File: config.mk
export PLATFORM = sky130hd
export DESIGN_NAME = sensor_response_packet_deframer_flat
export DESIGN_NICKNAME = d
export VERILOG_FILES = /design/src/hw/rtl/srpd_pkg.sv /design/src/hw/rtl/srpd_if.sv /design/src/hw/rtl/sensor_response_packet_deframer.sv /design/src/hw/rtl/srpd_parser.sv /design/src/flat_wrapper.sv
export VERILOG_INCLUDE_DIRS = /design/src /design/src/hw/rtl
export SDC_FILE = /design/constraint.sdc
export NUM_CORES = 1
export LEC_CHECK = 0
export BUFFER_PORTS_ARGS = -buffer_cell sky130_fd_sc_hd__buf_2
export CAP_MARGIN = 20
export CELL_PAD_IN_SITES_DETAIL_PLACEMENT = 0
export CELL_PAD_IN_SITES_GLOBAL_PLACEMENT = 1
export CORE_MARGIN = 8
export CORE_UTILIZATION = 45
export CTS_CLUSTER_SIZE = 14
export DETAILED_ROUTE_END_ITERATION = 16
export GPL_TIMING_DRIVEN = 0
export PLACE_DENSITY_LB_ADDON = 0.1
export SYNTH_ARGS = -nofsm -noshare
export SYNTH_HDL_FRONTEND = slang
export SYNTH_SLANG_ARGS = --single-unit
File: constraint.sdc
create_clock -name clk_i -period 3.68 [get_ports clk_i]
set_input_delay 0.552 -clock clk_i [delete_from_list [all_inputs] [get_ports clk_i]]
set_output_delay 0.552 -clock clk_i [all_outputs]
set_load 0.01 [all_outputs]
File: src/hw/rtl/sensor_response_packet_deframer_assert.svh
// assertion macros shared by the deframer rtl
// expects clk_i and rst_ni in the scope of each use
`ifndef SENSOR_RESPONSE_PACKET_DEFRAMER_ASSERT_SVH
`define SENSOR_RESPONSE_PACKET_DEFRAMER_ASSERT_SVH

// property checked on every clock edge outside reset
`define SRPD_ASSERT(label, prop, msg) \
  label: assert property (@(posedge clk_i) disable iff (!rst_ni) (prop)) else $error(msg);

// condition that must never be seen outside reset
`define SRPD_ASSERT_NEVER(label, cond, msg) \
  label: assert property (@(posedge clk_i) disable iff (!rst_ni) !(cond)) else $error(msg);

`endif

File: src/hw/rtl/srpd_pkg.sv
// types and constants for the reply frame deframer
// no dependencies
`timescale 1ns / 1ps
`default_nettype none

package srpd_pkg;

  // input op codes
  localparam logic OP_ARM  = 1'b0;
  localparam logic OP_BYTE = 1'b1;

  // register indexes on the config port
  localparam logic [1:0] REG_DEVICE_ADDR = 2'd0;
  localparam logic [1:0] REG_START_CODE  = 2'd1;
  localparam logic [1:0] REG_END_TYPE    = 2'd2;
  localparam logic [1:0] REG_UPLOAD      = 2'd3;

  // register reset values
  localparam logic [31:0] DEVICE_ADDR_RST = 32'hFFFF_FFFF;
  localparam logic [15:0] START_CODE_RST  = 16'hEF01;
  localparam logic [7:0]  END_TYPE_RST    = 8'h08;

  // confirm code that marks the sensor as ready
  localparam logic [7:0] READY_CODE = 8'h55;

  typedef enum logic [2:0] {
    PS_IDLE    = 3'd0,
    PS_START   = 3'd1,
    PS_ADDR    = 3'd2,
    PS_TYPE    = 3'd3,
    PS_LEN     = 3'd4,
    PS_BODY    = 3'd5,
    PS_SUM     = 3'd6,
    PS_DISCARD = 3'd7
  } parse_state_e;

  typedef enum logic [1:0] {
    KIND_RESP   = 2'd0,
    KIND_UPLOAD = 2'd1,
    KIND_DONE   = 2'd2
  } kind_e;

  typedef enum logic [1:0] {
    STAT_OK         = 2'd0,
    STAT_NO_PAYLOAD = 2'd1,
    STAT_BAD        = 2'd2
  } status_e;

  // configuration seen by the parser
  typedef struct packed {
    logic [31:0] device_address;
    logic [15:0] start_code;
    logic [7:0]  end_type;
    logic        upload_expected;
  } cfg_t;

  // one result word from the parser
  typedef struct packed {
    logic        valid;
    kind_e       kind;
    logic [7:0]  data;
    status_e     status;
    logic [7:0]  confirm;
    logic        ready;
    logic        last;
  } res_t;

endpackage

`default_nettype wire

File: src/hw/rtl/srpd_if.sv
// valid/ready stream interfaces for received bytes and results
// no dependencies
`timescale 1ns / 1ps
`default_nettype none

interface srpd_in_if;
  logic       valid;
  logic       ready;
  logic       op;
  logic [7:0] byte_value;

  modport source (output valid, output op, output byte_value, input ready);
  modport sink (input valid, input op, input byte_value, output ready);
endinterface

interface srpd_out_if;
  logic       valid;
  logic       ready;
  logic [1:0] out_kind;
  logic [7:0] out_byte;
  logic [1:0] status;
  logic [7:0] confirm_code;
  logic       sensor_ready;
  logic       last;

  modport source (
    output valid, output out_kind, output out_byte, output status,
    output confirm_code, output sensor_ready, output last, input ready
  );
  modport sink (
    input valid, input out_kind, input out_byte, input status,
    input confirm_code, input sensor_ready, input last, output ready
  );
endinterface

`default_nettype wire

File: src/hw/rtl/sensor_response_packet_deframer.sv
// Reply frame deframer for a fingerprint module serial link. Arm with op 0, then feed
// received bytes with op 1; response payload bytes, upload data bytes and one done word
// per reception come out on the result channel. One byte is taken every cycle: the parser
// registers its state per accepted byte and a one-deep output register holds the result, so
// the input stalls only while that register is full and not being taken. Configuration
// lives on the APB port (device address, start code, end type, upload flag at 0x0..0xC).
// depends on srpd_pkg, srpd_if, srpd_parser and the assertion macro header
`timescale 1ns / 1ps
`default_nettype none

`include "sensor_response_packet_deframer_assert.svh"

module sensor_response_packet_deframer import srpd_pkg::*; (
  input  wire logic        clk_i,
  input  wire logic        rst_ni,
  input  wire logic        psel,
  input  wire logic        penable,
  input  wire logic        pwrite,
  input  wire logic [3:0]  paddr,
  input  wire logic [31:0] pwdata,
  output logic [31:0]      prdata,
  output logic             pready,
  srpd_in_if.sink          in_i,
  srpd_out_if.source       out_o
);

  cfg_t  cfg_q;
  res_t  res;
  res_t  out_q;
  logic  out_valid_q;
  logic  in_ready;
  logic  step;
  logic  cfg_we;
  logic  done_out;
  logic  byte_out;

  // configuration registers
  assign pready = 1'b1;
  assign cfg_we = psel && penable && pwrite;

  always_ff @(posedge clk_i or negedge rst_ni) begin
    if (!rst_ni) begin
      cfg_q.device_address  <= DEVICE_ADDR_RST;
      cfg_q.start_code      <= START_CODE_RST;
      cfg_q.end_type        <= END_TYPE_RST;
      cfg_q.upload_expected <= 1'b0;
    end else if (cfg_we) begin
      case (paddr[3:2])
        REG_DEVICE_ADDR: cfg_q.device_address  <= pwdata;
        REG_START_CODE:  cfg_q.start_code      <= pwdata[15:0];
        REG_END_TYPE:    cfg_q.end_type        <= pwdata[7:0];
        REG_UPLOAD:      cfg_q.upload_expected <= pwdata[0];
        default: begin
        end
      endcase
    end
  end

  // register readback
  always_comb begin
    case (paddr[3:2])
      REG_DEVICE_ADDR: prdata = cfg_q.device_address;
      REG_START_CODE:  prdata = {16'h0000, cfg_q.start_code};
      REG_END_TYPE:    prdata = {24'h000000, cfg_q.end_type};
      REG_UPLOAD:      prdata = {31'h0, cfg_q.upload_expected};
      default:         prdata = 32'h0;
    endcase
  end

  // accept while the output register is empty or draining
  assign in_ready   = !out_valid_q || out_o.ready;
  assign in_i.ready = in_ready;
  assign step       = in_i.valid && in_ready;

  srpd_parser u_parser (
    .clk_i  (clk_i),
    .rst_ni (rst_ni),
    .step_i (step),
    .op_i   (in_i.op),
    .byte_i (in_i.byte_value),
    .cfg_i  (cfg_q),
    .res_o  (res)
  );

  // output register
  always_ff @(posedge clk_i or negedge rst_ni) begin
    if (!rst_ni) begin
      out_valid_q <= 1'b0;
    end else if (step && res.valid) begin
      out_valid_q <= 1'b1;
    end else if (out_o.ready) begin
      out_valid_q <= 1'b0;
    end
  end

  always_ff @(posedge clk_i) begin
    if (step && res.valid) begin
      out_q <= res;
    end
  end

  assign out_o.valid        = out_valid_q;
  assign out_o.out_kind     = out_q.kind;
  assign out_o.out_byte     = out_q.data;
  assign out_o.status       = out_q.status;
  assign out_o.confirm_code = out_q.confirm;
  assign out_o.sensor_ready = out_q.ready;
  assign out_o.last         = out_q.last;

  // terms for the checks below
  assign done_out = out_q.kind == KIND_DONE;
  assign byte_out = out_valid_q && !out_q.last;

  // empty output register never stalls the input
  `SRPD_ASSERT(a_ready_when_empty, !out_valid_q |-> in_ready, "input stalled with empty output")
  // last marks exactly the done word
  `SRPD_ASSERT(a_last_is_done, out_valid_q |-> (out_q.last == done_out), "last flag disagrees")
  // byte words carry ok status
  `SRPD_ASSERT(a_byte_status, byte_out |-> out_q.status == STAT_OK, "byte word not ok")

endmodule

`default_nettype wire

File: src/hw/rtl/srpd_parser.sv
// frame parser state machine: one byte per step, result word combinational
// depends on srpd_pkg and the assertion macro header
`timescale 1ns / 1ps
`default_nettype none

`include "sensor_response_packet_deframer_assert.svh"

module srpd_parser import srpd_pkg::*; (
  input  wire logic       clk_i,
  input  wire logic       rst_ni,
  input  wire logic       step_i,
  input  wire logic       op_i,
  input  wire logic [7:0] byte_i,
  input  wire cfg_t       cfg_i,
  output res_t            res_o
);

  parse_state_e state_q, state_d;
  logic [2:0]   idx_q, idx_d;
  logic [31:0]  shift_q, shift_d;
  logic [7:0]   type_q, type_d;
  logic [15:0]  left_q, left_d;
  logic         upload_q, upload_d;
  logic [7:0]   confirm_q, confirm_d;
  logic         have_q, have_d;
  logic         ready_q, ready_d;
  logic [15:0]  len;
  logic         bad_word;
  logic         quiet_byte;

  // done word, carrying confirm and ready as they stand
  function automatic res_t done_word(status_e s, logic [7:0] c, logic r);
    res_t w;
    w.valid   = 1'b1;
    w.kind    = KIND_DONE;
    w.data    = 8'h00;
    w.status  = s;
    w.confirm = c;
    w.ready   = r;
    w.last    = 1'b1;
    return w;
  endfunction

  // next state and result for the current word
  always_comb begin
    state_d   = state_q;
    idx_d     = idx_q;
    shift_d   = shift_q;
    type_d    = type_q;
    left_d    = left_q;
    upload_d  = upload_q;
    confirm_d = confirm_q;
    have_d    = have_q;
    ready_d   = ready_q;
    len       = 16'h0000;
    res_o     = '0;
    if (op_i == OP_ARM) begin
      state_d   = PS_START;
      idx_d     = 3'd0;
      shift_d   = 32'h0;
      type_d    = 8'h00;
      left_d    = 16'h0000;
      upload_d  = 1'b0;
      confirm_d = 8'h00;
      have_d    = 1'b0;
    end else begin
      case (state_q)
        PS_START: begin
          shift_d = {shift_q[23:0], byte_i};
          idx_d   = idx_q + 3'd1;
          if (idx_d >= 3'd2) begin
            if (shift_d[15:0] != cfg_i.start_code) begin
              res_o   = done_word(STAT_BAD, confirm_q, ready_q);
              state_d = PS_DISCARD;
            end else begin
              state_d = PS_ADDR;
              idx_d   = 3'd0;
              shift_d = 32'h0;
            end
          end
        end
        PS_ADDR: begin
          shift_d = {shift_q[23:0], byte_i};
          idx_d   = idx_q + 3'd1;
          if (idx_d >= 3'd4) begin
            // data packets skip the address check
            if (!upload_q && shift_d != cfg_i.device_address) begin
              res_o   = done_word(STAT_BAD, confirm_q, ready_q);
              state_d = PS_DISCARD;
            end else begin
              state_d = PS_TYPE;
              idx_d   = 3'd0;
            end
          end
        end
        PS_TYPE: begin
          type_d  = byte_i;
          state_d = PS_LEN;
          idx_d   = 3'd0;
          shift_d = 32'h0;
        end
        PS_LEN: begin
          shift_d = {shift_q[23:0], byte_i};
          idx_d   = idx_q + 3'd1;
          if (idx_d >= 3'd2) begin
            len     = shift_d[15:0];
            left_d  = (len > 16'd2) ? len - 16'd2 : 16'd0;
            idx_d   = 3'd0;
            state_d = (left_d == 16'd0) ? PS_SUM : PS_BODY;
          end
        end
        PS_BODY: begin
          left_d = left_q - 16'd1;
          if (left_d == 16'd0) begin
            state_d = PS_SUM;
            idx_d   = 3'd0;
          end
          res_o.valid  = 1'b1;
          res_o.data   = byte_i;
          res_o.status = STAT_OK;
          res_o.last   = 1'b0;
          if (upload_q) begin
            res_o.kind = KIND_UPLOAD;
          end else begin
            // first response byte is the confirm code
            if (!have_q) begin
              have_d    = 1'b1;
              confirm_d = byte_i;
              if (byte_i == READY_CODE) begin
                ready_d = 1'b1;
              end
            end
            res_o.kind = KIND_RESP;
          end
          res_o.confirm = confirm_d;
          res_o.ready   = ready_d;
        end
        PS_SUM: begin
          // checksum bytes are counted, not checked
          idx_d = idx_q + 3'd1;
          if (idx_d >= 3'd2) begin
            idx_d   = 3'd0;
            shift_d = 32'h0;
            if (type_q != cfg_i.end_type && (upload_q || cfg_i.upload_expected)) begin
              upload_d = 1'b1;
              state_d  = PS_START;
            end else begin
              res_o   = done_word(have_q ? STAT_OK : STAT_NO_PAYLOAD, confirm_q, ready_q);
              state_d = PS_IDLE;
            end
          end
        end
        default: begin
          // idle and discard drop bytes
        end
      endcase
    end
  end

  // parser state
  always_ff @(posedge clk_i or negedge rst_ni) begin
    if (!rst_ni) begin
      state_q   <= PS_IDLE;
      idx_q     <= 3'd0;
      shift_q   <= 32'h0;
      type_q    <= 8'h00;
      left_q    <= 16'h0000;
      upload_q  <= 1'b0;
      confirm_q <= 8'h00;
      have_q    <= 1'b0;
      ready_q   <= 1'b0;
    end else if (step_i) begin
      state_q   <= state_d;
      idx_q     <= idx_d;
      shift_q   <= shift_d;
      type_q    <= type_d;
      left_q    <= left_d;
      upload_q  <= upload_d;
      confirm_q <= confirm_d;
      have_q    <= have_d;
      ready_q   <= ready_d;
    end
  end

  // terms for the checks below
  assign bad_word   = step_i && res_o.valid && res_o.status == STAT_BAD;
  assign quiet_byte = (state_q == PS_IDLE || state_q == PS_DISCARD) && op_i == OP_BYTE;

  // sensor ready stays set across rearming
  `SRPD_ASSERT(a_ready_sticky, ready_q |=> ready_q, "sensor ready flag cleared")
  // a bad packet always leads into discard
  `SRPD_ASSERT(a_bad_discards, bad_word |=> state_q == PS_DISCARD, "bad packet kept parsing")
  // no word leaves while idle or discarding
  `SRPD_ASSERT_NEVER(a_quiet_idle, quiet_byte && res_o.valid, "result produced while idle")

endmodule

`default_nettype wire
File: src/flat_wrapper.sv
// flat-port wrapper written by rule: the top's interface ports become plain ports
module sensor_response_packet_deframer_flat import srpd_pkg::*;
  (clk_i, rst_ni, psel, penable, pwrite, paddr, pwdata, prdata, pready, in_i_valid, in_i_op, in_i_byte_value, in_i_ready, out_o_valid, out_o_out_kind, out_o_out_byte, out_o_status, out_o_confirm_code, out_o_sensor_ready, out_o_last, out_o_ready);
  srpd_in_if in_i_i ();
  srpd_out_if out_o_i ();
  input  wire logic clk_i;
  input  wire logic rst_ni;
  input  wire logic psel;
  input  wire logic penable;
  input  wire logic pwrite;
  input  wire logic [3:0] paddr;
  input  wire logic [31:0] pwdata;
  output logic [31:0] prdata;
  output logic pready;
  input wire logic [$bits(in_i_i.valid)-1:0] in_i_valid;
  input wire logic [$bits(in_i_i.op)-1:0] in_i_op;
  input wire logic [$bits(in_i_i.byte_value)-1:0] in_i_byte_value;
  output wire logic [$bits(in_i_i.ready)-1:0] in_i_ready;
  output wire logic [$bits(out_o_i.valid)-1:0] out_o_valid;
  output wire logic [$bits(out_o_i.out_kind)-1:0] out_o_out_kind;
  output wire logic [$bits(out_o_i.out_byte)-1:0] out_o_out_byte;
  output wire logic [$bits(out_o_i.status)-1:0] out_o_status;
  output wire logic [$bits(out_o_i.confirm_code)-1:0] out_o_confirm_code;
  output wire logic [$bits(out_o_i.sensor_ready)-1:0] out_o_sensor_ready;
  output wire logic [$bits(out_o_i.last)-1:0] out_o_last;
  input wire logic [$bits(out_o_i.ready)-1:0] out_o_ready;
  assign in_i_i.valid = in_i_valid;
  assign in_i_i.op = in_i_op;
  assign in_i_i.byte_value = in_i_byte_value;
  assign in_i_ready = in_i_i.ready;
  assign out_o_valid = out_o_i.valid;
  assign out_o_out_kind = out_o_i.out_kind;
  assign out_o_out_byte = out_o_i.out_byte;
  assign out_o_status = out_o_i.status;
  assign out_o_confirm_code = out_o_i.confirm_code;
  assign out_o_sensor_ready = out_o_i.sensor_ready;
  assign out_o_last = out_o_i.last;
  assign out_o_i.ready = out_o_ready;
  sensor_response_packet_deframer u_core (.clk_i(clk_i), .rst_ni(rst_ni), .psel(psel), .penable(penable), .pwrite(pwrite), .paddr(paddr), .pwdata(pwdata), .prdata(prdata), .pready(pready), .in_i(in_i_i), .out_o(out_o_i));
endmodule
==> impl_results.md <==
* Ys async rst share at 85.4%
* Top_reg_cell synth: dfrtp_1
* Layout cells sized above 1 at 27.2%
* First-pass GRT wire length at 37.8 mm
* Num CTS Buffers at 17
* Syn_area_per_cell at 10.1 um2
* Max Fclk at 299 MHz
* Int Power at 4.15 mW
* Worst slack at placement at -389 ps
* Worst skew pair latency at 420 ps
* Final setup vio count at 0
* Antenna violations before repair at 0
* Clock Path Buffers at 2
* Count of cell types in the netlist at 71
* Largest net degree at the start of global routing at 95
* Routed wire per std cell at 20.3 um
* Drt pass-1 iters at 5
* PwrDens at 720 mW/mm2
* Worst-case reg-to-reg path depth at 8
* Overall routing resource usage at 21.6%
* Die Y at 150 um
* Fillers at 1608
* Post-route ant nets at 0
* Post-synth EDFFs at 21
* Clock root cell: clkbuf_16
* Setup TNS at 0 ps
* Die X at 150 um
* Final HPWL from detailed placement at 17.4 mm
* Hold slack at 14.6 ps
* Clock sinks at 144
* Clock share of power at 24.0%
* Worst reg-to-reg setup slack at 340 ps
* # DRC at 0
* Starting DRT DRC Count at 411
* Post-Syn Area at 0.00803 mm2
* Total area of multi-input combinational cells at 0.00397 mm2
* Diodes inserted at 0
* Clock-pin transition on the worst setup and hold timing paths at 60 ps
* Hold Path Class: in -> async
* Max_slew headroom at 45.9%
* Rows at 49
* Worst-margin pin slew at 809 ps
* Final min period at 3340 ps
* Vias in the first global route at 6905
* Switch share at 38.8%
* Via density at 5.73
* Grt ovf at 0
* Final Hold Fails at 0
* Starting Density at 45.3%
* Sequential power share at 37.1%
* Via count of the routed design at 6682
* Period utilization at 90.7%
* CP max FO at 21
* Layout Skew at 10.3 ps
* Post-placement cell count at 1134
* Reg2reg end: u_core.out_o.confirm_code[2]
* Layout overhead on the synthesized area at 17.5%
* Post-layout util at 53.2%
* Crit path required time at 3740 ps
* Area of the die at 0.0224 mm2
* Synthesized flop and latch total at 144
* Core region area at 0.0177 mm2
* Sequential area share after synthesis at 46.8%
* Worst path arrival time at 3400 ps
* I/O pins at 109
* Ys Warns at 0
* RSZ-0062 raised after global routing: false
* Final Max Slew Viols at 0
* NetSw at 2.64 mW
* Final worst setup slack at 341 ps
* FF+latch area at 0.00376 mm2
* H-tree levels at 4
* Layout Cells excl Fill at 1166
* CP Class: reg -> reg
* Reg2Reg Launch Point: u_core.u_parser.shift_q[1]
* Crit start category: register
* Gate power share at 38.9%
* Final WL at 23.7 mm
* Leakage at 4.00 nW
* Peak supply drop at 0.000400 V
* Mapped Cells at 799
* Status: completed
* Routability cong. at 0.880
* Max-cap violations at 0
* Nets at 980
* CTS tree: yes
* Critical path capture point type: register
* Net Count, Synth at 855
* Port bufs at 105
==> layer usage <==
layer	global-route usage (%)	share of wire [%]	vias to the layer above
li1	-	-	3098
met4	8.53	2.2	0
met5	0	0	-
met1	27.1	43	3328
met3	4.26	5.4	37
met2	36.0	49	219
==> cell usage in the layout (no fill, tap or decap), types with 22 or more instances in the layout <==
cell type / netlist / final
dfrtp_1: 82 / 82
o21ai_0: 63 / 63
dfstp_2: 41 / 41
and2_1: 23 / 22
mux2_2: 58 / 58
nor2_1: 35 / 35
xor2_1: 23 / 23
nand2_1: 104 / 104
buf_2: 1 / 105
mux2i_1: 24 / 24
xnor2_1: 52 / 52
clkbuf_1: 54 / 56
==> power by group through the flow <==
stage | registers, mW | logic, mW | clock network [mW]
final | 2.52 | 2.64 | 1.63
after CTS | 2.52 | 2.64 | 1.65
after floorplan | 2.43 | 1.91 | 0
after detailed placement | 2.54 | 2.63 | 0
after global placement | 2.52 | 2.58 | 0
after global routing | 2.58 | 2.91 | 1.72
==> logic make-up (layout without fill, tap and decap cells) <==
kind of cell	after synthesis	count (layout)	synth area share, %
muxes	83	83	11.4
other	1	1	0.0467
AOI/OAI and AO/OA	156	156	12.8
buffers and inverters	75	213	3.71
xor gates and xnor gates	75	75	8.18
DFF	144	144	46.8
adders and majority gates	4	4	0.623
and+or+nand+nor	261	261	16.4
==> sequential cells by signal (all words and copies together), names as in the netlist, 2 cells and up <==
register,cells
u_core.u_parser.state_q,3
u_core.u_parser.idx_q,3
u_core.u_parser.shift_q,24
u_core.cfg_q,57
u_core.out_o.confirm_code,8
u_core.u_parser.confirm_q,8
u_core.out_o.status,2
u_core.u_parser.type_q,8
u_core.out_o.out_byte,8
u_core.u_parser.left_q,16
==> how the worst max path moves through the flow <==
| stage | start | cells past startpoint | end | slack (ps) |
|---|---|---|---|---|
| finish | u_core.u_parser.shift_q[1] | 8 | u_core.out_o.confirm_code[2] | 340 |
| global route | u_core.u_parser.shift_q[1] | 8 | u_core.out_o.confirm_code[2] | 220 |
| CTS | in_i_byte_value[2] | 9 | u_core.out_o.out_byte[3] | 10 |
| detailed placement | in_i_byte_value[2] | 9 | u_core.out_o.out_byte[2] | -390 |
| global placement | in_i_byte_value[2] | 9 | u_core.out_o.out_byte[1] | -300 |
| floorplan | in_i_byte_value[0] | 8 | u_core.out_o.confirm_code[0] | 870 |
==> per-stage QoR <==
stage / power, mW / area, um2
2_1_floorplan: 4.34 / 8030
3_3_place_gp: 5.10 / 8840
3_5_place_dp: 5.17 / 8880
4_1_cts: 6.81 / 9430
5_1_grt: 7.21 / 9430
6_report: 6.79 / 9430
==> cell usage after synthesis, types with 3 or more instances <==
cell type  instances  share of area [%]
nand2_1          104                4.9
dfrtp_1           82                 26
o21ai_0           63                3.9
mux2_2            58                8.1
clkbuf_1          54                2.5
xnor2_1           52                5.7
dfstp_2           41                 13
nor2_1            35                1.6
mux2i_1           24                3.0
and2_1            23                1.8
xor2_1            23                2.5
edfxtp_1          21                7.9
a21oi_1           18                1.1
a22o_1            18                2.0
nand4_1           16                1.2
nor4_1            16                1.2
nor3_1            13               0.81
inv_1             12               0.56
and3_1            11               0.86
nand3_1           10               0.62
o2bb2ai_1          8               0.87
a21o_1             7               0.65
o22ai_1            7               0.55
o31ai_1            6               0.56
or4_1              6               0.56
a211oi_1           4               0.37
buf_1              4               0.19
ha_1               4               0.62
nand2b_1           3               0.23
nand3b_1           3               0.28
or3_1              3               0.23
or3b_2             3               0.33
==> critical path, stage by stage, from the launching register on <==
cell and delay, ps:
dfrtp_1 420, clkbuf_1 450, xnor2_1 130, nand4_1 160
nor4_1 100, a211o_1 400, o211a_1 260, o21ai_0 470
and2_2 580
==> layout make-up <==
type / count / area share (%)
Buffer: 62 / 2.64
Clock buffer: 22 / 5.03
Clock inverter: 10 / 0.849
Inverter: 13 / 0.517
Multi-Input combinational cell: 580 / 42.1
Sequential cell: 144 / 39.9
Tap cell: 229 / 3.04
Timing Repair Buffer: 106 / 5.93
==> what timing repair did <==
action | CTS | global route
hold endpoints to repair | 0 | 0
hold buffers | 0 | 0
resized for setup | 0 | 1
setup endpoints to repair | 0 | 21
setup buffers | 0 | 0
(Power assumes the default switching activity.)
